===== config.mk =====
export PLATFORM = sky130hd
export DESIGN_NAME = capped_fair_share_split_top
export DESIGN_NICKNAME = d
export VERILOG_FILES = /design/src/rtl/core/cfss_pkg.sv /design/src/rtl/core/cfss_div.sv /design/src/rtl/core/cfss_datapath.sv /design/src/rtl/core/cfss_ctrl.sv /design/src/rtl/core/capped_fair_share_split_top.sv
export SDC_FILE = /design/constraint.sdc
export NUM_CORES = 1
export LEC_CHECK = 0
export BUFFER_PORTS_ARGS = -buffer_cell sky130_fd_sc_hd__buf_2
export CORE_UTILIZATION = 65
export CTS_CLUSTER_DIAMETER = 50
export DETAILED_ROUTE_END_ITERATION = 10
export GPL_ROUTABILITY_DRIVEN = 0
export HOLD_SLACK_MARGIN = 0.08
export PLACE_DENSITY = 0.83
export SYNTH_ARGS = -nofsm -noshare
export SYNTH_HDL_FRONTEND = slang
export SYNTH_SLANG_ARGS = --single-unit

===== constraint.sdc =====
create_clock -name clk -period 13 [get_ports clk]
set_input_delay 0.65 -clock clk [delete_from_list [all_inputs] [get_ports clk]]
set_output_delay 0.65 -clock clk [all_outputs]
set_load 0.005 [all_outputs]

===== src/rtl/core/cfss_pkg.sv =====
// shared types and constants for the capped fair share split
package cfss_pkg;

  typedef enum logic [3:0] {
    ST_LOAD,
    ST_INIT,
    ST_DIV,
    ST_DIV_WAIT,
    ST_PASS,
    ST_PASS_APPLY,
    ST_FILL_DIV,
    ST_FILL_WAIT,
    ST_FILL_APPLY,
    ST_EMIT
  } cfss_state_t;

  typedef enum logic [1:0] {
    DIV_PASS,
    DIV_FILL,
    DIV_IDLE
  } cfss_div_use_t;

  // controller to datapath
  typedef struct packed {
    logic load;
    logic init;
    logic div_start;
    logic div_rank;
    logic pass_first;
    logic pass_step;
    logic pass_drop;
    logic fill_first;
    logic fill_step;
    logic fill_apply;
    logic emit_first;
    logic emit_step;
    logic finish;
  } cfss_cmd_t;

  // datapath to controller
  typedef struct packed {
    logic div_done;
    logic cur_active;
    logic cur_now;
    logic pass_end;
    logic dropped;
    logic left_zero;
    logic fill_end;
    logic emit_end;
  } cfss_status_t;

endpackage


===== src/rtl/core/cfss_div.sv =====
// iterative signed divider, truncating toward zero, one quotient bit a cycle
module cfss_div import cfss_pkg::*; #(
  parameter int CW = 7
) (
  input  logic               clk,
  input  logic               rst,
  input  logic               start,
  input  logic signed [16:0] dividend,
  input  logic [CW-1:0]      divisor,
  output logic               done,
  output logic signed [16:0] quotient
);

  localparam int QW = 17;

  logic [QW-1:0]   quo;
  logic [CW:0]     rem;
  logic [CW-1:0]   dsr;
  logic            neg;
  logic [4:0]      cnt;
  logic            run;
  logic [CW:0]     trial;
  logic [QW-1:0]   mag;

  assign mag   = dividend[16] ? (~dividend + 17'd1) : dividend;
  assign trial = {rem[CW-1:0], quo[QW-1]} - {1'b0, dsr};

  always_ff @(posedge clk) begin
    if (rst) begin
      run  <= 1'b0;
      done <= 1'b0;
    end else begin
      done <= 1'b0;
      if (start) begin
        run <= 1'b1;
        cnt <= 5'(QW);
        quo <= mag;
        rem <= '0;
        dsr <= divisor;
        neg <= dividend[16];
      end else if (run) begin
        if (!trial[CW]) begin
          rem <= trial;
          quo <= {quo[QW-2:0], 1'b1};
        end else begin
          rem <= {rem[CW-1:0], quo[QW-1]};
          quo <= {quo[QW-2:0], 1'b0};
        end
        cnt <= cnt - 5'd1;
        if (cnt == 5'd1) begin
          run  <= 1'b0;
          done <= 1'b1;
        end
      end
    end
  end

  assign quotient = neg ? -$signed(quo) : $signed(quo);

endmodule


===== src/rtl/core/cfss_datapath.sv =====
// holder stores, running remainder, share and result formation
module cfss_datapath import cfss_pkg::*; #(
  parameter int MAX_HOLDERS = 16,
  parameter int IW = 4,
  parameter int CW = 5
) (
  input  logic               clk,
  input  logic               rst,
  input  cfss_cmd_t          cmd,
  output cfss_status_t       stat,
  input  logic [7:0]         holder_amount,
  input  logic [7:0]         holder_free,
  input  logic signed [15:0] total_change,
  input  logic [7:0]         resource_kind,
  output logic signed [8:0]  holder_change,
  output logic [7:0]         resource_kind_out,
  output logic signed [12:0] applied_total,
  output logic               last_result
);

  logic [7:0]         amount_mem [MAX_HOLDERS];
  logic [7:0]         free_mem [MAX_HOLDERS];
  logic signed [8:0]  change_mem [MAX_HOLDERS];
  logic [MAX_HOLDERS-1:0] active;
  logic [CW-1:0]      count;
  logic [CW-1:0]      left;
  logic [CW-1:0]      rank;
  logic [IW-1:0]      idx;
  logic signed [16:0] remaining;
  logic signed [16:0] delta;
  logic signed [16:0] share;
  logic               dropped;
  logic [7:0]         kind;

  logic               div_start;
  logic signed [16:0] div_num;
  logic [CW-1:0]      div_den;
  logic               div_done;
  logic signed [16:0] div_q;

  logic [7:0]         cur_amt;
  logic [7:0]         cur_free;
  logic signed [16:0] cur_d;
  logic signed [8:0]  applied;
  logic               now;
  logic [CW-1:0]      idx_ext;

  assign idx_ext = CW'(idx);
  assign cur_amt  = amount_mem[idx];
  assign cur_free = free_mem[idx];

  // d applied to the current holder, clamped by room or amount
  always_comb begin
    if (!cur_d[16]) begin
      applied = (cur_d < $signed({9'd0, cur_free})) ? cur_d[8:0] : $signed({1'b0, cur_free});
    end else begin
      applied = (cur_d > -$signed({9'd0, cur_amt})) ? cur_d[8:0]
                                                    : -$signed({1'b0, cur_amt});
    end
  end

  always_comb begin
    if (remaining > 0) begin
      now = $signed({9'd0, cur_free}) <= share;
    end else begin
      now = $signed({9'd0, cur_amt}) <= -share;
    end
  end

  assign cur_d = cmd.fill_apply ? div_q : share;

  assign div_start = cmd.div_start;
  assign div_num   = remaining;
  assign div_den   = cmd.div_rank ? rank : left;

  cfss_div #(.CW(CW)) u_div (
    .clk      (clk),
    .rst      (rst),
    .start    (div_start),
    .dividend (div_num),
    .divisor  (div_den),
    .done     (div_done),
    .quotient (div_q)
  );

  always_ff @(posedge clk) begin
    if (cmd.load && count < CW'(MAX_HOLDERS)) begin
      amount_mem[count[IW-1:0]] <= holder_amount;
      free_mem[count[IW-1:0]]   <= holder_free;
    end
  end

  always_ff @(posedge clk) begin
    if (rst) begin
      count     <= '0;
      active    <= '0;
      left      <= '0;
      rank      <= '0;
      idx       <= '0;
      remaining <= '0;
      share     <= '0;
      dropped   <= 1'b0;
      for (int i = 0; i < MAX_HOLDERS; i++) change_mem[i] <= '0;
    end else begin
      // total and kind of the closing word are the ones kept
      if (cmd.load) begin
        delta <= 17'(total_change);
        kind  <= resource_kind;
      end
      if (cmd.load && count < CW'(MAX_HOLDERS)) count <= count + CW'(1);
      if (cmd.init) begin
        remaining <= delta;
        left      <= count;
        for (int i = 0; i < MAX_HOLDERS; i++) begin
          active[i]     <= (CW'(i) < count);
          change_mem[i] <= '0;
        end
      end
      if (div_done && !(cmd.fill_first || cmd.fill_step || cmd.fill_apply)) share <= div_q;
      if (cmd.pass_first) begin
        idx     <= '0;
        dropped <= 1'b0;
      end
      if (cmd.pass_drop) begin
        change_mem[idx] <= applied;
        remaining       <= remaining - 17'(applied);
        active[idx]     <= 1'b0;
        left            <= left - CW'(1);
        dropped         <= 1'b1;
      end
      if (cmd.pass_step) idx <= idx + IW'(1);
      if (cmd.fill_first) begin
        idx  <= IW'(count - CW'(1));
        rank <= left;
      end
      if (cmd.fill_apply) begin
        if (active[idx]) begin
          change_mem[idx] <= applied;
          remaining       <= remaining - 17'(applied);
          rank            <= rank - CW'(1);
        end
      end
      if (cmd.fill_step) idx <= idx - IW'(1);
      if (cmd.emit_first) idx <= '0;
      if (cmd.emit_step) idx <= idx + IW'(1);
      if (cmd.finish) count <= '0;
    end
  end

  assign stat.div_done   = div_done;
  assign stat.cur_active = active[idx];
  assign stat.cur_now    = now;
  assign stat.pass_end   = (idx_ext + CW'(1)) >= count;
  assign stat.dropped    = dropped;
  assign stat.left_zero  = (left == '0);
  assign stat.fill_end   = (idx == '0);
  assign stat.emit_end   = (idx_ext + CW'(1)) >= count;

  assign holder_change     = change_mem[idx];
  assign resource_kind_out = kind;
  assign applied_total     = 13'(delta - remaining);
  assign last_result       = (idx_ext + CW'(1)) == count;

endmodule


===== src/rtl/core/cfss_ctrl.sv =====
// sequencer for load, clamping passes, even fill and result emission
module cfss_ctrl import cfss_pkg::*; (
  input  logic         clk,
  input  logic         rst,
  input  logic         start,
  input  logic         last_holder,
  output logic         busy,
  output logic         strobe,
  output cfss_cmd_t    cmd,
  input  cfss_status_t stat
);

  cfss_state_t state, state_next;
  logic        in_fill, in_fill_next;

  always_ff @(posedge clk) begin
    if (rst) begin
      state   <= ST_LOAD;
      in_fill <= 1'b0;
    end else begin
      state   <= state_next;
      in_fill <= in_fill_next;
    end
  end

  always_comb begin
    state_next   = state;
    in_fill_next = in_fill;
    cmd          = '0;
    busy         = (state != ST_LOAD);
    strobe       = 1'b0;
    case (state)
      ST_LOAD: begin
        if (start) begin
          cmd.load = 1'b1;
          if (last_holder) state_next = ST_INIT;
        end
      end
      ST_INIT: begin
        cmd.init   = 1'b1;
        state_next = ST_DIV;
      end
      ST_DIV: begin
        // empty set gives a zero divisor; the quotient is unused then
        cmd.div_start = 1'b1;
        cmd.pass_first = 1'b1;
        state_next    = ST_DIV_WAIT;
      end
      ST_DIV_WAIT: begin
        if (stat.div_done) state_next = ST_PASS;
      end
      ST_PASS: begin
        if (stat.left_zero) begin
          state_next = ST_EMIT;
          cmd.emit_first = 1'b1;
        end else if (stat.cur_active && stat.cur_now) begin
          cmd.pass_drop = 1'b1;
          state_next    = ST_PASS_APPLY;
        end else if (stat.pass_end) begin
          if (stat.dropped) begin
            cmd.pass_first = 1'b1;
            cmd.div_start  = 1'b1;
            state_next     = ST_DIV_WAIT;
          end else begin
            cmd.fill_first = 1'b1;
            state_next     = ST_FILL_DIV;
          end
        end else begin
          cmd.pass_step = 1'b1;
        end
      end
      ST_PASS_APPLY: begin
        // share recomputed at once after each drop that leaves holders active
        if (stat.left_zero) begin
          cmd.emit_first = 1'b1;
          state_next     = ST_EMIT;
        end else begin
          cmd.div_start = 1'b1;
          state_next    = ST_FILL_WAIT;
          in_fill_next  = 1'b0;
        end
      end
      ST_FILL_DIV: begin
        if (stat.cur_active) begin
          cmd.div_start = 1'b1;
          cmd.div_rank  = 1'b1;
          cmd.fill_step = 1'b0;
          in_fill_next  = 1'b1;
          state_next    = ST_FILL_WAIT;
        end else if (stat.fill_end) begin
          cmd.emit_first = 1'b1;
          state_next     = ST_EMIT;
        end else begin
          cmd.fill_step = 1'b1;
        end
      end
      ST_FILL_WAIT: begin
        if (stat.div_done) begin
          if (in_fill) begin
            cmd.fill_apply = 1'b1;
            state_next     = ST_FILL_APPLY;
          end else if (stat.pass_end) begin
            state_next = ST_PASS;
          end else begin
            cmd.pass_step = 1'b1;
            state_next    = ST_PASS;
          end
        end
      end
      ST_FILL_APPLY: begin
        if (stat.fill_end) begin
          cmd.emit_first = 1'b1;
          state_next     = ST_EMIT;
        end else begin
          cmd.fill_step = 1'b1;
          state_next    = ST_FILL_DIV;
        end
      end
      ST_EMIT: begin
        if (stat.pass_end && !stat.emit_end) begin
          state_next = ST_EMIT;
        end
        strobe = 1'b1;
        if (stat.emit_end) begin
          cmd.finish = 1'b1;
          state_next = ST_LOAD;
        end else begin
          cmd.emit_step = 1'b1;
        end
      end
      default: state_next = ST_LOAD;
    endcase
  end

endmodule


===== src/rtl/core/capped_fair_share_split_top.sv =====
// top level of the capped fair share split
// holder words load one a cycle while start is high and busy is low; the last word starts the split
// the split time grows with passes, holders, drops and active holders,
// set largely by the serial divider shared by every share update
// then one result word a cycle per holder, in load order; the receiver cannot stall
// rst (synchronous) empties the set and returns to loading
module capped_fair_share_split_top import cfss_pkg::*; #(
  parameter int MAX_HOLDERS = 16
) (
  input  logic               clk,
  input  logic               rst,
  input  logic               start,
  output logic               busy,
  input  logic [7:0]         holder_amount,
  input  logic [7:0]         holder_free,
  input  logic signed [15:0] total_change,
  input  logic [7:0]         resource_kind,
  input  logic               last_holder,
  output logic               strobe,
  output logic signed [8:0]  holder_change,
  output logic [7:0]         resource_kind_out,
  output logic signed [12:0] applied_total,
  output logic               last_result
);

  localparam int IW = (MAX_HOLDERS > 1) ? $clog2(MAX_HOLDERS) : 1;
  localparam int CW = $clog2(MAX_HOLDERS + 1);

  cfss_cmd_t    cmd;
  cfss_status_t stat;

  cfss_ctrl u_ctrl (
    .clk         (clk),
    .rst         (rst),
    .start       (start),
    .last_holder (last_holder),
    .busy        (busy),
    .strobe      (strobe),
    .cmd         (cmd),
    .stat        (stat)
  );

  cfss_datapath #(
    .MAX_HOLDERS (MAX_HOLDERS),
    .IW          (IW),
    .CW          (CW)
  ) u_dp (
    .clk               (clk),
    .rst               (rst),
    .cmd               (cmd),
    .stat              (stat),
    .holder_amount     (holder_amount),
    .holder_free       (holder_free),
    .total_change      (total_change),
    .resource_kind     (resource_kind),
    .holder_change     (holder_change),
    .resource_kind_out (resource_kind_out),
    .applied_total     (applied_total),
    .last_result       (last_result)
  );

endmodule

==> results of run 1 <==
==> power breakdown <==
group	internal [W]	switching [W]
clock	0.000946	0.000699
combinational	0.000561	0.000843
sequential	0.00211	0.000153
total	0.00361	0.00169
==> state kept, by name, summed over array words and instances (netlist names), 5 cells and up, named ones only <==
| signal | flops |
|---|---|
| u_dp.u_div.quo | 17 |
| u_dp.amount_mem | 128 |
| u_dp.div_num | 17 |
| u_dp.share | 17 |
| u_dp.u_div.dsr | 5 |
| u_dp.u_div.rem | 5 |
| u_dp.u_div.cnt | 5 |
| u_dp.active | 16 |
| u_dp.change_mem | 144 |
| u_dp.free_mem | 128 |
| u_dp.rank | 5 |
| u_dp.count | 5 |
| u_dp.left | 5 |
| u_dp.delta | 16 |
| u_dp.resource_kind_out | 8 |
==> worst min-delay path by stage <==
stage | slack [ns] | cells after the start | endpoint | startpoint
global route | 0.21 | 1 | u_dp.resource_kind_out[4]$_DFFE_PP_ | resource_kind[4]
finish | 0.21 | 1 | u_dp.delta[12]$_DFFE_PP_ | total_change[12]
global placement | 0.47 | 2 | u_dp.u_div.run$_SDFF_PP0_ | u_dp.u_div.run$_SDFF_PP0_
floorplan | 0.41 | 0 | u_dp.u_div.neg$_DFFE_PP_ | u_dp.div_num[16]$_SDFF_PP0_
detailed placement | 0.49 | 2 | u_dp.rank[4]$_SDFF_PP0_ | u_dp.left[4]$_SDFFE_PP0P_
CTS | 0.20 | 1 | u_dp.resource_kind_out[4]$_DFFE_PP_ | resource_kind[4]
==> per-stage QoR <==
| step | power, W | util |
|---|---|---|
| global placement | 0.00358 | 0.685 |
| floorplan | 0.00321 | - |
| detailed placement | 0.00364 | 0.685 |
| global route | 0.00550 | 0.732 |
| finish | 0.00531 | 0.732 |
| CTS | 0.00528 | 0.732 |
==> cells in the mapped netlist, drive strengths merged (48+ instances only) <==
cell	number
inv	87
nor3	48
ha	83
dfxtp	81
edfxtp	457
xnor2	50
clkbuf	77
mux4	127
nor2	272
o21ai	84
a21oi	51
nand2	150
==> critical path: stages, from the launching register on <==
cell,delay (ns)
dfxtp_4,0.64
buf_4,0.84
mux4_2,0.43
mux4_2,0.53
inv_1,0.12
nand2_1,0.15
nor4_1,0.63
ha_1,0.24
nand4_1,0.10
nor3_1,0.47
o2111a_1,0.28
nor2_1,0.09
or4_1,0.53
and3_4,0.22
o21ai_0,0.25
o21ai_0,0.17
a21oi_2,0.75
ha_1,0.28
nand2_1,0.05
o21ai_0,0.48
o221ai_1,0.24
a31oi_1,0.31
o22ai_1,0.22
o21bai_2,0.28
nand4_1,0.19
a311oi_1,0.37
mux2i_1,0.23
o211ai_1,0.11
==> cell families after synthesis <==
logic type	Yosys count	synth area share
AND/OR/NAND/NOR	645	0.112
flip-flops	538	0.580
AO/OA/AOI/OAI	328	0.0856
buffers and inverters	201	0.0313
multiplexers	163	0.123
adder cells (fa/ha/maj)	86	0.0415
XOR/XNOR	79	0.0272
==> layer usage <==
metal | GRT usage | vias to the layer above
li1 | - | 7828
met5 | 0 | -
met1 | 0.444 | 8949
met4 | 0.170 | 0
met3 | 0.0575 | 262
met2 | 0.568 | 1347
==> area by class of cell <==
cell class                      count  area (um2)
Timing Repair Buffer              106         606
Clock buffer                       63        1450
Tap cell                          525         657
Sequential cell                   538       15400
Inverter                           89         334
Fill cell                        2432       10700
Clock inverter                     38         425
Multi-Input combinational cell   1301       10400
==> impl_metrics.toml, run 1 <==
[status]
status = "completed"

[placed_design]
dpl.hpwl_mm = 44.2
io_buffers = 76
placed_cells = 2559
dp_slack_ns = 3.97
place_area_um2 = 27300

[yosys]
post_synth_inst_count = 2040
synth_edf_count = 457
synthTopCellsByArea = "edfxtp_1 (52%), mux4_2 (10%), dfxtp_1 (6.1%)"
syn_area_per_cell_um2 = 13.0
syn_nets = 2170
yosysUniqueCellTypes = 94
synth_top_area_cell = "edfxtp_1"
synth.top_cell.area_share = 0.519
synth_top_flop_cell = "edfxtp_1"
syn_area_um2 = 26500
yosysSeqAreaShare = 0.580
async_reset_ff_frac = 0
yosysWarnings = 0
ys_seq_elements = 538

[floorplan]
dieArea_um2 = 41500
die_x_um = 204
io_pins = 77
rows = 73
start_util = 0.663
core_area_um2 = 39900
die_h_um = 204

[final_layout]
final_cell_mix = "edfxtp_1 (457), nor2_1 (255), nand2_1 (150)"
syn_to_final_growth_pct = 10.4
final_area_um2 = 29200
final_common_cell = "edfxtp_1"
drive_gt1_frac = 0.174
diodes = 0
finalNetCount = 2222
final_cells = 2660

[sta]
fmax_ghz = 0.106
worst_pin_slew_ns = 1.25
setup_viol = 0
whs_ns = 0.209
slew_headroom = 0.166
finalClockSkew_ns = 0.0299
final.period_utilization = 0.723
final_hold_viol_count = 0
setup_tns_ns = 0
rsz0062_at_grt = "false"
fin_ws_ns = 3.60
fin_crit_ns = 9.40
final-max-slew-violation-count = 0

[worst_setup_path]
crit_path_start_kind = "flop"
reg2reg_depth = 27
end_kind = "flop"
r2r-end = "u_dp.div_num[13]$_SDFF_PP0_"
crit_type = "reg -> reg"
worstPathArrival_ns = 9.89
crit_fanout = 66
endpoint = "u_dp.div_num[13]$_SDFF_PP0_"
reg2reg_setup_slack_ns = 3.60
worstPathRequired_ns = 13.49

[clock_tree]
cts_buffers = 56
clk_latency_ns = 0.63
htreeDepth = 2
ctsResizeCount = 0
cts-root-buf = "clkbuf_16"
cts_hold_buffers = 0
path_clk_slew_ns = 0.06
cts.sinks = 538
cts_buffer_depth = 3
post_cts_buffers = 0
cts_tree = "built"

[drt]
firstDrtPassIters = 6
route.met3.wl_mm = 7.16
wl_per_cell_um = 26.4
drc_errors = 0
vias_per_cell = 6.91
drtIter0Drc = 2559
ant_nets = 0
route.met2.wl_mm = 33.8
wl_met1_mm = 25.5
vias = 18400
top_layer = "met4"
wirelength_mm = 70.3

[grt]
grt_antenna_before_repair = 0
grt_max_degree = 70
grt_pass1_wl_mm = 106
grt.total_usage = 0.344
overflow = 0
first_global_vias = 18200

[power_and_ir_drop]
powerDensity_nw_per_um2 = 182
irDropWorstVdd_uv = 190
leakagePower_nw = 10.1

[min_path]
hold_class = "in -> reg"

[flow_run]
drv_cap = 0
Power figures use the tool's default switching activity.
==> run 2: changes to the inputs <==
Settings changed: CORE_UTILIZATION 65 to 57, PLACE_DENSITY 0.83 to 0.77.
Clock period 13 ns to 8.4 ns, I/O delays scaled along.
==> run 2 against run 1 <==
Maximum frequency grew 20%. Hold slack lost 0.027 ns. Design area increased by 1.0%. Largest power group unchanged. Routed wire length down 3.8%. First-iteration DRC count decreased by 9.3%. Sequential power increased by 54%. Register-to-register slack worse by 3.1 ns. Sequential share of layout area down 0.52 points. Critical endpoint unchanged. Final cell count rose by 4.2%. Total power rose by 51%.
==> impl_metrics.toml, run 2 (synthesis gave the netlist of run 1 again) <==
[drt]
firstDrtPassIters = 6
drtIter0Drc = 2321
ant_nets = 0
vias_per_cell = 6.53
vias = 18100
drc_errors = 0
wl_per_cell_um = 24.4
wirelength_mm = 67.6

[sta]
fin_crit_ns = 7.85
fin_ws_ns = 0.545
final_hold_viol_count = 0
setup_tns_ns = 0
slew_headroom = 0.140
finalClockSkew_ns = 0.0161
setup_viol = 0
worst_pin_slew_ns = 1.28
rsz0062_at_grt = "false"
final-max-slew-violation-count = 0
fmax_ghz = 0.127
final.period_utilization = 0.935

[flow_run]
drv_cap = 0

[worst_setup_path]
crit_fanout = 19
worstPathArrival_ns = 8.33
crit_type = "reg -> reg"
crit_path_start_kind = "flop"
reg2reg_setup_slack_ns = 0.55
critical_path.max_stage_delay_ns = 0.63
cp_slowest_cell = "mux4_1"
end_kind = "flop"
worstPathRequired_ns = 8.88

[floorplan]
start_util = 0.580
die_h_um = 217
dieArea_um2 = 47300
die_x_um = 217
io_pins = 77
core_area_um2 = 45600
rows = 78

[final_layout]
final_common_cell = "edfxtp_1"
drive_gt1_frac = 0.176
largest-register = "u_dp.change_mem"
final_cell_mix = "edfxtp_1 (457), nor2_1 (255), nand2_1 (150)"
post-route-util = 0.647
finalNetCount = 2260
multi_input_area_um2 = 10400
diodes = 0
nFillCells = 3188
seq_area_um2 = 15400
final_area_um2 = 29500
syn_to_final_growth_pct = 11.5
largest_reg_flops = 144

[clock_tree]
path_clk_slew_ns = 0.07
cts.sinks = 538
cts_buffer_depth = 3
htreeDepth = 2
post_cts_buffers = 0
cts_tree = "built"
clk_latency_ns = 0.61
cts_buffers = 55
cts-root-buf = "clkbuf_16"

[grt]
grt_pass1_wl_mm = 104
grt.total_usage = 0.289
grt_antenna_before_repair = 2
first_global_vias = 17900
grt_max_degree = 72
overflow = 0

[min_path]
hold_class = "in -> reg"

[placed_design]
place_area_um2 = 27500
dpl.hpwl_mm = 44.2
io_buffers = 76
dp_slack_ns = 0.360

[power_and_ir_drop]
irDropWorstVdd_uv = 228
leakagePower_nw = 10.2
powerDensity_nw_per_um2 = 272
power_w = 0.00802

[status]
status = "completed"
-- run 2: cell count changes in the layout (fill, tap and decap cells not counted), moves of 2 or more --
cell	delta
buf_6	+2
bufinv_16	-4
clkbuf_1	+3
clkinv_2	+3
dlygate4sd3_1	+24
buf_4	+13
clkbuf_16	-2
-- run 2: final cells by class --
cell class | instances | share of cell area
tap | 600 | 0.0255
sequential | 538 | 0.521
clock inverter | 36 | 0.0101
inverter | 89 | 0.0113
multi-input combinational | 1301 | 0.352
timing repair buffer | 145 | 0.0328
clock buffer | 64 | 0.0478
-- run 2: metal layers --
| metal | vias up | part of all wire | global-route usage | wire [um] |
|---|---|---|---|---|
| met5 | - | 0.00040 | 0 | 27 |
| met4 | 4 | 0.034 | 0.112 | 2270 |
| met3 | 151 | 0.088 | 0.0450 | 5920 |
| li1 | 7923 | - | - | - |
| met1 | 9005 | 0.39 | 0.387 | 26500 |
| met2 | 1019 | 0.49 | 0.478 | 32900 |
-- run 2: worst paths after layout --
kind / cells past startpoint / from / endpoint
worst max-delay path: 28 / flop / u_dp.div_num[13]$_SDFF_PP0_
worst min-delay path: 1 / holder_free[1] / u_dp.free_mem[11][1]$_DFFE_PP_
worst max register to register: 28 / flop / u_dp.div_num[13]$_SDFF_PP0_
worst min register to register: 2 / u_dp.u_div.run$_SDFF_PP0_ / u_dp.u_div.run$_SDFF_PP0_
-- run 2: power by group --
group / switching [W] / internal, W
registers: 0.000223 / 0.00326
logic: 0.00131 / 0.000885
clock network: 0.00104 / 0.00130
total: 0.00257 / 0.00545
-- run 2: through the flow --
step	instances	hold slack, ns
3_3_place_gp	2649	0.475
4_1_cts	2773	0.155
3_5_place_dp	2649	0.476
2_1_floorplan	2040	0.406
5_1_grt	2773	0.172
6_report	2773	0.182
-- run 2: repair_timing --
item	4_1_cts	5_1_grt
hold buffers	24	0
gates resized for setup	0	4
hold endpoints to repair	24	0
endpoints found under the setup margin	0	4
-- run 2: worst max-delay path: cells and delay by family (launching register included) --
family / cells / cell delay [ns]
AO/OA/AOI/OAI: 12 / 2.98
AND/OR/NAND/NOR: 9 / 1.98
multiplexers: 3 / 1.40
flip-flops: 1 / 0.52
adder cells (fa/ha/maj): 2 / 0.47
buffers and inverters: 2 / 0.35
